`src/rtl/core/hem_pkg.sv`:
```
// ----------------------------------------------------------------------------
// hem_pkg
// Shared types, constants and helper functions of the haptic effect mixer.
// ----------------------------------------------------------------------------
package hem_pkg;

    localparam int EFFECT_SLOTS = 16;
    localparam int SLOT_W       = (EFFECT_SLOTS > 1) ? $clog2(EFFECT_SLOTS) : 1;
    localparam int LEN_W        = 21;
    localparam int LVL_W        = 16;
    localparam int TIME_W       = 32;
    localparam int LFSR_W       = 32;
    localparam int PROD_W       = 37;
    localparam int DIV_CNT_W    = $clog2(PROD_W + 1);
    localparam int CALC_W       = 24;

    localparam logic [LFSR_W-1:0] LFSR_MASK = 32'h8020_0003;
    localparam logic [LFSR_W-1:0] LFSR_SEED = 32'h0000_0001;

    localparam logic [1:0] OP_START  = 2'd0;
    localparam logic [1:0] OP_UPDATE = 2'd1;
    localparam logic [1:0] OP_PAUSE  = 2'd2;
    localparam logic [1:0] OP_CLEAR  = 2'd3;

    localparam logic [2:0] KIND_FIRE     = 3'd0;
    localparam logic [2:0] KIND_RAMPUP   = 3'd1;
    localparam logic [2:0] KIND_RUMBLE   = 3'd2;
    localparam logic [2:0] KIND_BUZZ     = 3'd3;
    localparam logic [2:0] KIND_CONSTANT = 3'd4;
    localparam logic [2:0] KIND_DAMAGE   = 3'd5;

    localparam logic MOTOR_L = 1'b0;
    localparam logic MOTOR_R = 1'b1;

    localparam logic [9:0] HOLD_UPDATE = 10'd1000;
    localparam logic [9:0] HOLD_STOP   = 10'd0;

    localparam int FIRE_LEN_BASE = 175;
    localparam int FIRE_LEN_STEP = 20;
    localparam int FIRE_BASE     = 21000;
    localparam int FIRE_STEP     = 4400;
    localparam int RAMP_START    = 1000;
    localparam int RAMP_BASE     = 21000;
    localparam int RAMP_STEP     = 3100;
    localparam int NOISE_BASE    = 5000;
    localparam int NOISE_STEP    = 6700;
    localparam int CONST_STEP    = 6500;
    localparam int DMG_BASE      = 25000;
    localparam int DMG_STEP      = 400;
    localparam int DMG_END_NUM   = 40;
    localparam int DMG_END_SHIFT = 6;
    localparam int LVL_MAX       = 65535;

    localparam logic [4:0] CMD_NONE      = 5'd0;
    localparam logic [4:0] CMD_CAPTURE   = 5'd1;
    localparam logic [4:0] CMD_START     = 5'd2;
    localparam logic [4:0] CMD_CLEAR     = 5'd3;
    localparam logic [4:0] CMD_PAUSE_SET = 5'd4;
    localparam logic [4:0] CMD_PAUSE_CLR = 5'd5;
    localparam logic [4:0] CMD_RES_ZERO  = 5'd6;
    localparam logic [4:0] CMD_ACC_CLR   = 5'd7;
    localparam logic [4:0] CMD_LOAD      = 5'd8;
    localparam logic [4:0] CMD_DROP      = 5'd9;
    localparam logic [4:0] CMD_ADD_A     = 5'd10;
    localparam logic [4:0] CMD_MUL_RAMP  = 5'd11;
    localparam logic [4:0] CMD_MUL_DMGL  = 5'd12;
    localparam logic [4:0] CMD_MUL_DMGR  = 5'd13;
    localparam logic [4:0] CMD_NOISE     = 5'd14;
    localparam logic [4:0] CMD_DIV_GO    = 5'd15;
    localparam logic [4:0] CMD_ADD_RAMP  = 5'd16;
    localparam logic [4:0] CMD_ADD_NOISE = 5'd17;
    localparam logic [4:0] CMD_ADD_DMGL  = 5'd18;
    localparam logic [4:0] CMD_ADD_HALF  = 5'd19;
    localparam logic [4:0] CMD_ADD_DMGR  = 5'd20;
    localparam logic [4:0] CMD_ADVANCE   = 5'd21;
    localparam logic [4:0] CMD_RES_UPD   = 5'd22;
    localparam logic [4:0] CMD_EMIT      = 5'd23;

    typedef struct packed {
        logic [1:0]        operation;
        logic [2:0]        effect_kind;
        logic [6:0]        effect_level;
        logic [15:0]       effect_length;
        logic              pause_on;
        logic [TIME_W-1:0] current_time;
    } item_t;

    typedef struct packed {
        logic [15:0] left_speed;
        logic [15:0] right_speed;
        logic [9:0]  hold_ms;
    } result_t;

    typedef struct packed {
        logic [4:0] code;
    } ctl_cmd_t;

    typedef struct packed {
        logic [1:0] operation;
        logic       pause_on;
        logic       paused;
        logic       drop;
        logic       skip;
        logic [2:0] kind;
        logic       noise_on;
        logic       e_lt_half;
        logic       last;
        logic       div_done;
        logic       out_free;
    } ctl_stat_t;

    function automatic logic [LVL_W-1:0] sat16(input logic [CALC_W-1:0] v);
        sat16 = (v > CALC_W'(LVL_MAX)) ? LVL_W'(LVL_MAX) : v[LVL_W-1:0];
    endfunction

    function automatic logic [LVL_W-1:0] sat_add(input logic [LVL_W-1:0] acc,
                                                 input logic [LVL_W-1:0] v);
        logic [LVL_W:0] s;
        s = {1'b0, acc} + {1'b0, v};
        sat_add = s[LVL_W] ? LVL_W'(LVL_MAX) : s[LVL_W-1:0];
    endfunction

endpackage

```
`src/rtl/core/hem_ctrl.sv`:
```
// ----------------------------------------------------------------------------
// hem_ctrl
// Sequencer: decodes items and walks the slot table on an update tick that is not paused.
// ----------------------------------------------------------------------------
module hem_ctrl (
    input  logic               clk,
    input  logic               rst_n,
    input  logic               item_valid,
    output logic               item_ready,
    input  hem_pkg::ctl_stat_t stat,
    output hem_pkg::ctl_cmd_t  cmd
);
    import hem_pkg::*;

    localparam logic [3:0] S_IDLE   = 4'd0;
    localparam logic [3:0] S_DECODE = 4'd1;
    localparam logic [3:0] S_SLOT   = 4'd2;
    localparam logic [3:0] S_EVAL   = 4'd3;
    localparam logic [3:0] S_GO     = 4'd4;
    localparam logic [3:0] S_WAIT   = 4'd5;
    localparam logic [3:0] S_DMGR   = 4'd6;
    localparam logic [3:0] S_NEXT   = 4'd7;
    localparam logic [3:0] S_OUT    = 4'd8;

    localparam logic [1:0] JOB_RAMP  = 2'd0;
    localparam logic [1:0] JOB_NOISE = 2'd1;
    localparam logic [1:0] JOB_DMGL  = 2'd2;
    localparam logic [1:0] JOB_DMGR  = 2'd3;

    logic [3:0] state_reg, state_next;
    logic [1:0] job_reg, job_next;

    always_comb
    begin
        state_next = state_reg;
        job_next   = job_reg;
        cmd.code   = CMD_NONE;
        case (state_reg)
            S_IDLE:
            begin
                if (item_valid)
                begin
                    cmd.code   = CMD_CAPTURE;
                    state_next = S_DECODE;
                end
            end
            S_DECODE:
            begin
                case (stat.operation)
                    OP_START:
                    begin
                        cmd.code   = CMD_START;
                        state_next = S_IDLE;
                    end
                    OP_UPDATE:
                    begin
                        if (stat.paused)
                        begin
                            cmd.code   = CMD_RES_ZERO;
                            state_next = S_OUT;
                        end
                        else
                        begin
                            cmd.code   = CMD_ACC_CLR;
                            state_next = S_SLOT;
                        end
                    end
                    OP_PAUSE:
                    begin
                        if (!stat.paused && stat.pause_on)
                        begin
                            cmd.code   = CMD_PAUSE_SET;
                            state_next = S_OUT;
                        end
                        else
                        begin
                            cmd.code   = CMD_PAUSE_CLR;
                            state_next = S_IDLE;
                        end
                    end
                    default:
                    begin
                        cmd.code   = CMD_CLEAR;
                        state_next = S_OUT;
                    end
                endcase
            end
            S_SLOT:
            begin
                cmd.code   = CMD_LOAD;
                state_next = S_EVAL;
            end
            S_EVAL:
            begin
                state_next = S_NEXT;
                if (stat.drop)
                begin
                    cmd.code = CMD_DROP;
                end
                else if (!stat.skip)
                begin
                    case (stat.kind)
                        KIND_FIRE, KIND_RAMPUP:
                        begin
                            cmd.code   = CMD_MUL_RAMP;
                            job_next   = JOB_RAMP;
                            state_next = S_GO;
                        end
                        KIND_RUMBLE, KIND_BUZZ:
                        begin
                            if (stat.noise_on)
                            begin
                                cmd.code   = CMD_NOISE;
                                job_next   = JOB_NOISE;
                                state_next = S_GO;
                            end
                            else
                            begin
                                cmd.code = CMD_ADD_A;
                            end
                        end
                        KIND_CONSTANT: cmd.code = CMD_ADD_A;
                        KIND_DAMAGE:
                        begin
                            cmd.code   = CMD_MUL_DMGL;
                            job_next   = JOB_DMGL;
                            state_next = S_GO;
                        end
                        default: cmd.code = CMD_NONE;
                    endcase
                end
            end
            S_GO:
            begin
                cmd.code   = CMD_DIV_GO;
                state_next = S_WAIT;
            end
            S_WAIT:
            begin
                if (stat.div_done)
                begin
                    state_next = S_NEXT;
                    case (job_reg)
                        JOB_RAMP:  cmd.code = CMD_ADD_RAMP;
                        JOB_NOISE: cmd.code = CMD_ADD_NOISE;
                        JOB_DMGL:
                        begin
                            cmd.code   = CMD_ADD_DMGL;
                            state_next = S_DMGR;
                        end
                        default:   cmd.code = CMD_ADD_DMGR;
                    endcase
                end
            end
            S_DMGR:
            begin
                if (stat.e_lt_half)
                begin
                    cmd.code   = CMD_ADD_HALF;
                    state_next = S_NEXT;
                end
                else
                begin
                    cmd.code   = CMD_MUL_DMGR;
                    job_next   = JOB_DMGR;
                    state_next = S_GO;
                end
            end
            S_NEXT:
            begin
                if (stat.last)
                begin
                    cmd.code   = CMD_RES_UPD;
                    state_next = S_OUT;
                end
                else
                begin
                    cmd.code   = CMD_ADVANCE;
                    state_next = S_SLOT;
                end
            end
            S_OUT:
            begin
                if (stat.out_free)
                begin
                    cmd.code   = CMD_EMIT;
                    state_next = S_IDLE;
                end
            end
            default:
            begin
                state_next = S_IDLE;
            end
        endcase
    end

    always_ff @(posedge clk or negedge rst_n)
    begin
        if (!rst_n)
        begin
            state_reg <= S_IDLE;
            job_reg   <= JOB_RAMP;
        end
        else
        begin
            state_reg <= state_next;
            job_reg   <= job_next;
        end
    end

    assign item_ready = (state_reg == S_IDLE);

    a_accept_decodes: assert property (@(posedge clk) disable iff (!rst_n)
        (item_valid && item_ready) |=> (state_reg == S_DECODE))
        else $error("accepted transaction not decoded");

endmodule

```
`config.mk`:
```
export PLATFORM = sky130hd
export DESIGN_NAME = hem_ctrl
export DESIGN_NICKNAME = d
export VERILOG_FILES = /design/src/rtl/core/hem_pkg.sv /design/src/rtl/core/hem_ctrl.sv
export SDC_FILE = /design/constraint.sdc
export NUM_CORES = 1
export LEC_CHECK = 0
export ABC_CLOCK_PERIOD_IN_PS = 1340
export BUFFER_PORTS_ARGS = -buffer_cell sky130_fd_sc_hd__buf_2
export CAP_MARGIN = 20
export CORE_UTILIZATION = 35
export CTS_CLUSTER_SIZE = 30
export DETAILED_ROUTE_END_ITERATION = 10
export GPL_TIMING_DRIVEN = 0
export SLEW_MARGIN = 20
export SYNTH_ARGS = -nofsm -noshare
export SYNTH_HDL_FRONTEND = slang
export SYNTH_SLANG_ARGS = --single-unit
```
`constraint.sdc`:
```
create_clock -name clk -period 1.34 [get_ports clk]
set_clock_uncertainty 0.05 [all_clocks]
set_input_delay 0.201 -clock clk [delete_from_list [all_inputs] [get_ports clk]]
set_output_delay 0.201 -clock clk [all_outputs]
set_load 0.01 [all_outputs]
```
Word level (Yosys, flattened, before mapping)
Cells that the tools add are included.
- output and inout port bits: 6
- word-level logic and storage cells: 73
- register bits: 6
- memory bits (read-only): 0
- memories kept: 0
- RAM bits: 0
- bits in latches: 0
- reduce and logical (&&, ||, !) cells: 12
- bitwise gates (word level): 0
- $mul: 0
- add/subtract/negate cells: 0
- $lt $le $gt $ge: 0
- equal/unequal tests: 25
- shift operators: 0
- mux-type cells: 34
- div/mod/pow operators: 0
- operators with widths (kind ; number):
    case mux 5 bit (9 select lines) ; 1
    case mux 4 bit (9 select lines) ; 1
    2-to-1 mux 4 bit ; 8
    2-to-1 mux 2 bit ; 9
    case mux 3 bit (3 select lines) ; 2
    equality test 4 x 3 -> 1 bit (second input constant) ; 4
    case mux 4 bit (4 select lines) ; 1
    2-to-1 mux 5 bit ; 3
    != test 2 bit (second input constant) ; 6
    case mux 4 bit (3 select lines) ; 1
    equality test 4 x 2 -> 1 bit (second input constant) ; 2
    case mux 2 bit (2 select lines) ; 2
    equality test 3 x 2 -> 1 bit (second input constant) ; 2
    equality test 3 bit (second input constant) ; 2
    case mux 2 bit (3 select lines) ; 1
    AND reduction 6 bit ; 1
    equality test 2 x 1 -> 1 bit (second input constant) ; 2
    equality test 2 bit (second input constant) ; 2
    equality test 4 x 1 -> 1 bit (second input constant) ; 1
    equality test 4 bit (second input constant) ; 1
    zero test 2 bit ; 2
    zero test 4 bit ; 1
    2-to-1 mux 1 bit ; 4
    != test 4 x 2 -> 1 bit (second input constant) ; 1
    10 further kinds ; 11

Depth between registers and ports, before layout
- word-level depth: 6
- mapped depth: 7
- gate-level depth less buffers: 7

Least setup slack after synthesis
No wires, ideal clock.
- kind: register to output
- start: register state_reg[0]
- end: output port cmd[3] (netlist name)
- stages on the path, launching flop included: 6
- arrival: 1209 ps
- path buffers: 2
- path slack: -120 ps
- path through: dfrtp_1 > buf_6 > clkbuf_1 > a21oi_1 > mux2i_1 > nor3_1
- RTL lines (item ; RTL line ; RTL):
    from (decl) ; hem_ctrl.sv:30 ; logic [3:0] state_reg, state_next;
    from (signal assigned) ; hem_ctrl.sv:206 ; state_reg <= state_next;
    to (decl) ; hem_ctrl.sv:11 ; output hem_pkg::ctl_cmd_t cmd

==> out/qor.csv <==
metric,value,unit
CTS Buf Count,3,
failing checks,setup timing,
Synth Warn #,0,
total number of vias,977,
CP Max Fanout,5,
clk slew on worst S/H paths,40,ps
pin count of the biggest net entering global routing,11,
detailed-route wire length,2.58,mm
fill count,195,
"Largest stage delay, worst path",370,ps
Crit Path Category,reg2out,
Routability Congestion,0.864,
number of global-route vias before repair,747,
DP Cell Count,156,
dpl hpwl,1.67,mm
CTS H-tree lvls,1,
max FFs per register,4,
Achievable Freq,0.525,GHz
die width,49.3,um
"commonest non-fill, non-tap cell in the layout",buf_2,
Avg Synthesized Cell Area,7.24,um2
Leak,0.535,nW
DRT antenna net count,0,
GRT Util Overall,18.4,%
clk sinks,6,
total grt overflow,0,
clk_lat worst skew,240,ps
pwr/cell area,2150,mW/mm2
Sequential Area,150,um2
crit-path leading delay family,compound AO/OA/AOI/OAI gates,
Worst Setup End Kind,output port,
Via density,5.78,
Layout Area Growth over Synthesis,52.5,%
initial core utilization,38.7,%
Syn Nets,128,
register area share after synthesis,19.2,%
full die area,0.00243,mm2
# nets final,164,
Hold Path Class,in2reg,
"commonest non-fill, non-tap cells in the layout","22 x buf_2, 12 x a21oi_1, 8 x nor2_1, 7 x o21ai_0, 7 x nand2_1",
area of the core,0.00202,mm2
worst slew pin tran,354,ps
Die Y,49.3,um
global-route wire length before repair,3.41,mm
RSZ-0062 raised after global routing,true,
Relative slew margins,75.8,%
Worst Setup Start Kind,flop,
status,"complete, but fails checks",
final worst setup slack,-566,ps
Gate Count Post-Synth,108,
Root Buffer,clkbuf_4,
required time of the worst setup path,1090,ps
Post-Syn Area,782,um2
CTS tree,done,
clock buffer depth,2,
Final Max Slew Viols,0,
# DRC,0,
Final Instance Count excl. Fillers,169,
initial antenna violation count,0,
period utilization,142,%
max_cap viols,0,
Starting DRT DRC Count,30,
min Tclk post-route,1910,ps
port bufs,21,
ANT cells,0,
Yosys reg bits,6,
DR pass1 iterations,4,
share of layout cells above drive strength 1,40.1,%
WP data arrival,1650,ps
std cell rows,16,
highest-delay cell along the critical path,dfrtp_1,
synth unique cells,38,
WP buf/inv,2,
Hold Fails Final Rpt,0,
Hold WS,186,ps
DR WL/cell,15.3,um
critical-path cell list,buf_6 > and4bb_1 > a31oi_1 > o221ai_1 > buf_2,
num ports,23,
maximum VDD drop,1.20,mV
"Setup violations, final",11,
area of the multi-input gates,653,um2
## metal layers
| metal | share of wire (%) | vias up | GRT usage [%] |
|---|---|---|---|
| li1 | - | 476 | - |
| met1 | 41 | 448 | 25.2 |
| met2 | 49 | 49 | 27.4 |
| met3 | 7.8 | 4 | 5.92 |
| met4 | 1.2 | 0 | 4.90 |
| met5 | 0 | - | 0 |
## cells in the mapped netlist
library cell / count / area (um2)
and4bb_1: 1 / 12.5
or3_1: 1 / 6.26
buf_4: 3 / 22.5
clkbuf_1: 2 / 7.51
nand2b_1: 3 / 18.8
nor4_1: 3 / 18.8
a2111oi_0: 2 / 17.5
o31ai_1: 1 / 7.51
ha_1: 3 / 37.5
o31a_1: 1 / 8.76
inv_2: 1 / 3.75
o221ai_1: 1 / 8.76
mux2i_1: 1 / 10.0
nor2b_1: 3 / 18.8
a211oi_1: 2 / 15.0
nand3_1: 1 / 5.00
o21ai_1: 1 / 5.00
buf_6: 2 / 22.5
nor2_1: 9 / 33.8
o22ai_1: 5 / 31.3
nand2_1: 8 / 30.0
a21oi_1: 15 / 75.1
a31oi_1: 1 / 6.26
or4b_1: 1 / 10.0
nand4_1: 1 / 6.26
o21ai_0: 8 / 40.0
nand2_4: 1 / 11.3
nand3b_1: 2 / 15.0
nor3b_1: 1 / 7.51
nor3_1: 7 / 35.0
a21o_1: 1 / 7.51
inv_1: 5 / 18.8
nor4b_4: 1 / 23.8
xor2_1: 1 / 8.76
a41o_1: 1 / 10.0
buf_2: 1 / 5.00
a221o_1: 1 / 10.0
dfrtp_1: 6 / 150
## logic make-up (layout without fill, tap and decap cells)
logic type	after synthesis	after routing	share of synthesized area (%)
and+or+nand+nor	43	43	32.3
AOI/OAI and AO/OA	40	40	31.0
buffers and inverters	14	48	10.2
DFF	6	6	19.2
adders and majority gates	3	3	4.80
xor gates and xnor gates	1	1	1.12
muxes	1	1	1.28
## final timing paths
check	cells after the start	startpoint	slack (ps)	end
max	5	state_reg[1]$_DFFE_PN0P_	-570	cmd[1]
max in group asynchronous	2	rst_n	840	state_reg[1]$_DFFE_PN0P_
min reg2reg	2	job_reg[1]$_DFFE_PN0P_	510	job_reg[1]$_DFFE_PN0P_
min	2	stat[1]	190	state_reg[0]$_DFFE_PN0P_
max reg2reg	7	state_reg[0]$_DFFE_PN0P_	-220	state_reg[0]$_DFFE_PN0P_
min in group asynchronous	2	rst_n	260	job_reg[1]$_DFFE_PN0P_
## report_power, final
part	total [mW]	switching, mW	leakage (nW)	internal [mW]
Clock	0.168	0.0670	0.0138	0.101
Sequential	0.360	0.0930	0.0727	0.267
Combinational	2.03	1.05	0.449	0.974
Total	2.56	1.21	0.535	1.34
## per-stage QoR
| stage | power, mW | setup slack (ps) | setup TNS [ps] | area [um2] | utilization (%) |
|---|---|---|---|---|---|
| after CTS | 2.07 | -509 | -3050 | 1020 | 50.4 |
| after global routing | 2.72 | -601 | -4290 | 1190 | 59.0 |
| final | 2.56 | -566 | -3590 | 1190 | 59.0 |
| after global placement | 1.80 | -304 | -1440 | 948 | 46.9 |
| after detailed placement | 1.80 | -307 | -1450 | 948 | 46.9 |
| after floorplan | 1.43 | -39.9 | -147 | 810 | - |
## what timing repair did
item	CTS	global route
gates resized for setup	7	19
pin swaps	3	7
hold buffers	1	0
cloned	0	2
endpoints found under the hold margin	6	0
buffers inserted	2	5
setup endpoints to repair	11	11
## cell type report
type | instances | area share, %
repair buffers | 31 | 17.9
multi-input cells | 88 | 54.8
inverters | 6 | 2.10
well taps | 27 | 2.83
flip-flops and latches | 6 | 12.6
plain buffers | 8 | 7.87
clock buffers | 3 | 1.89
No activity file was read; power rests on OpenSTA's default activity.
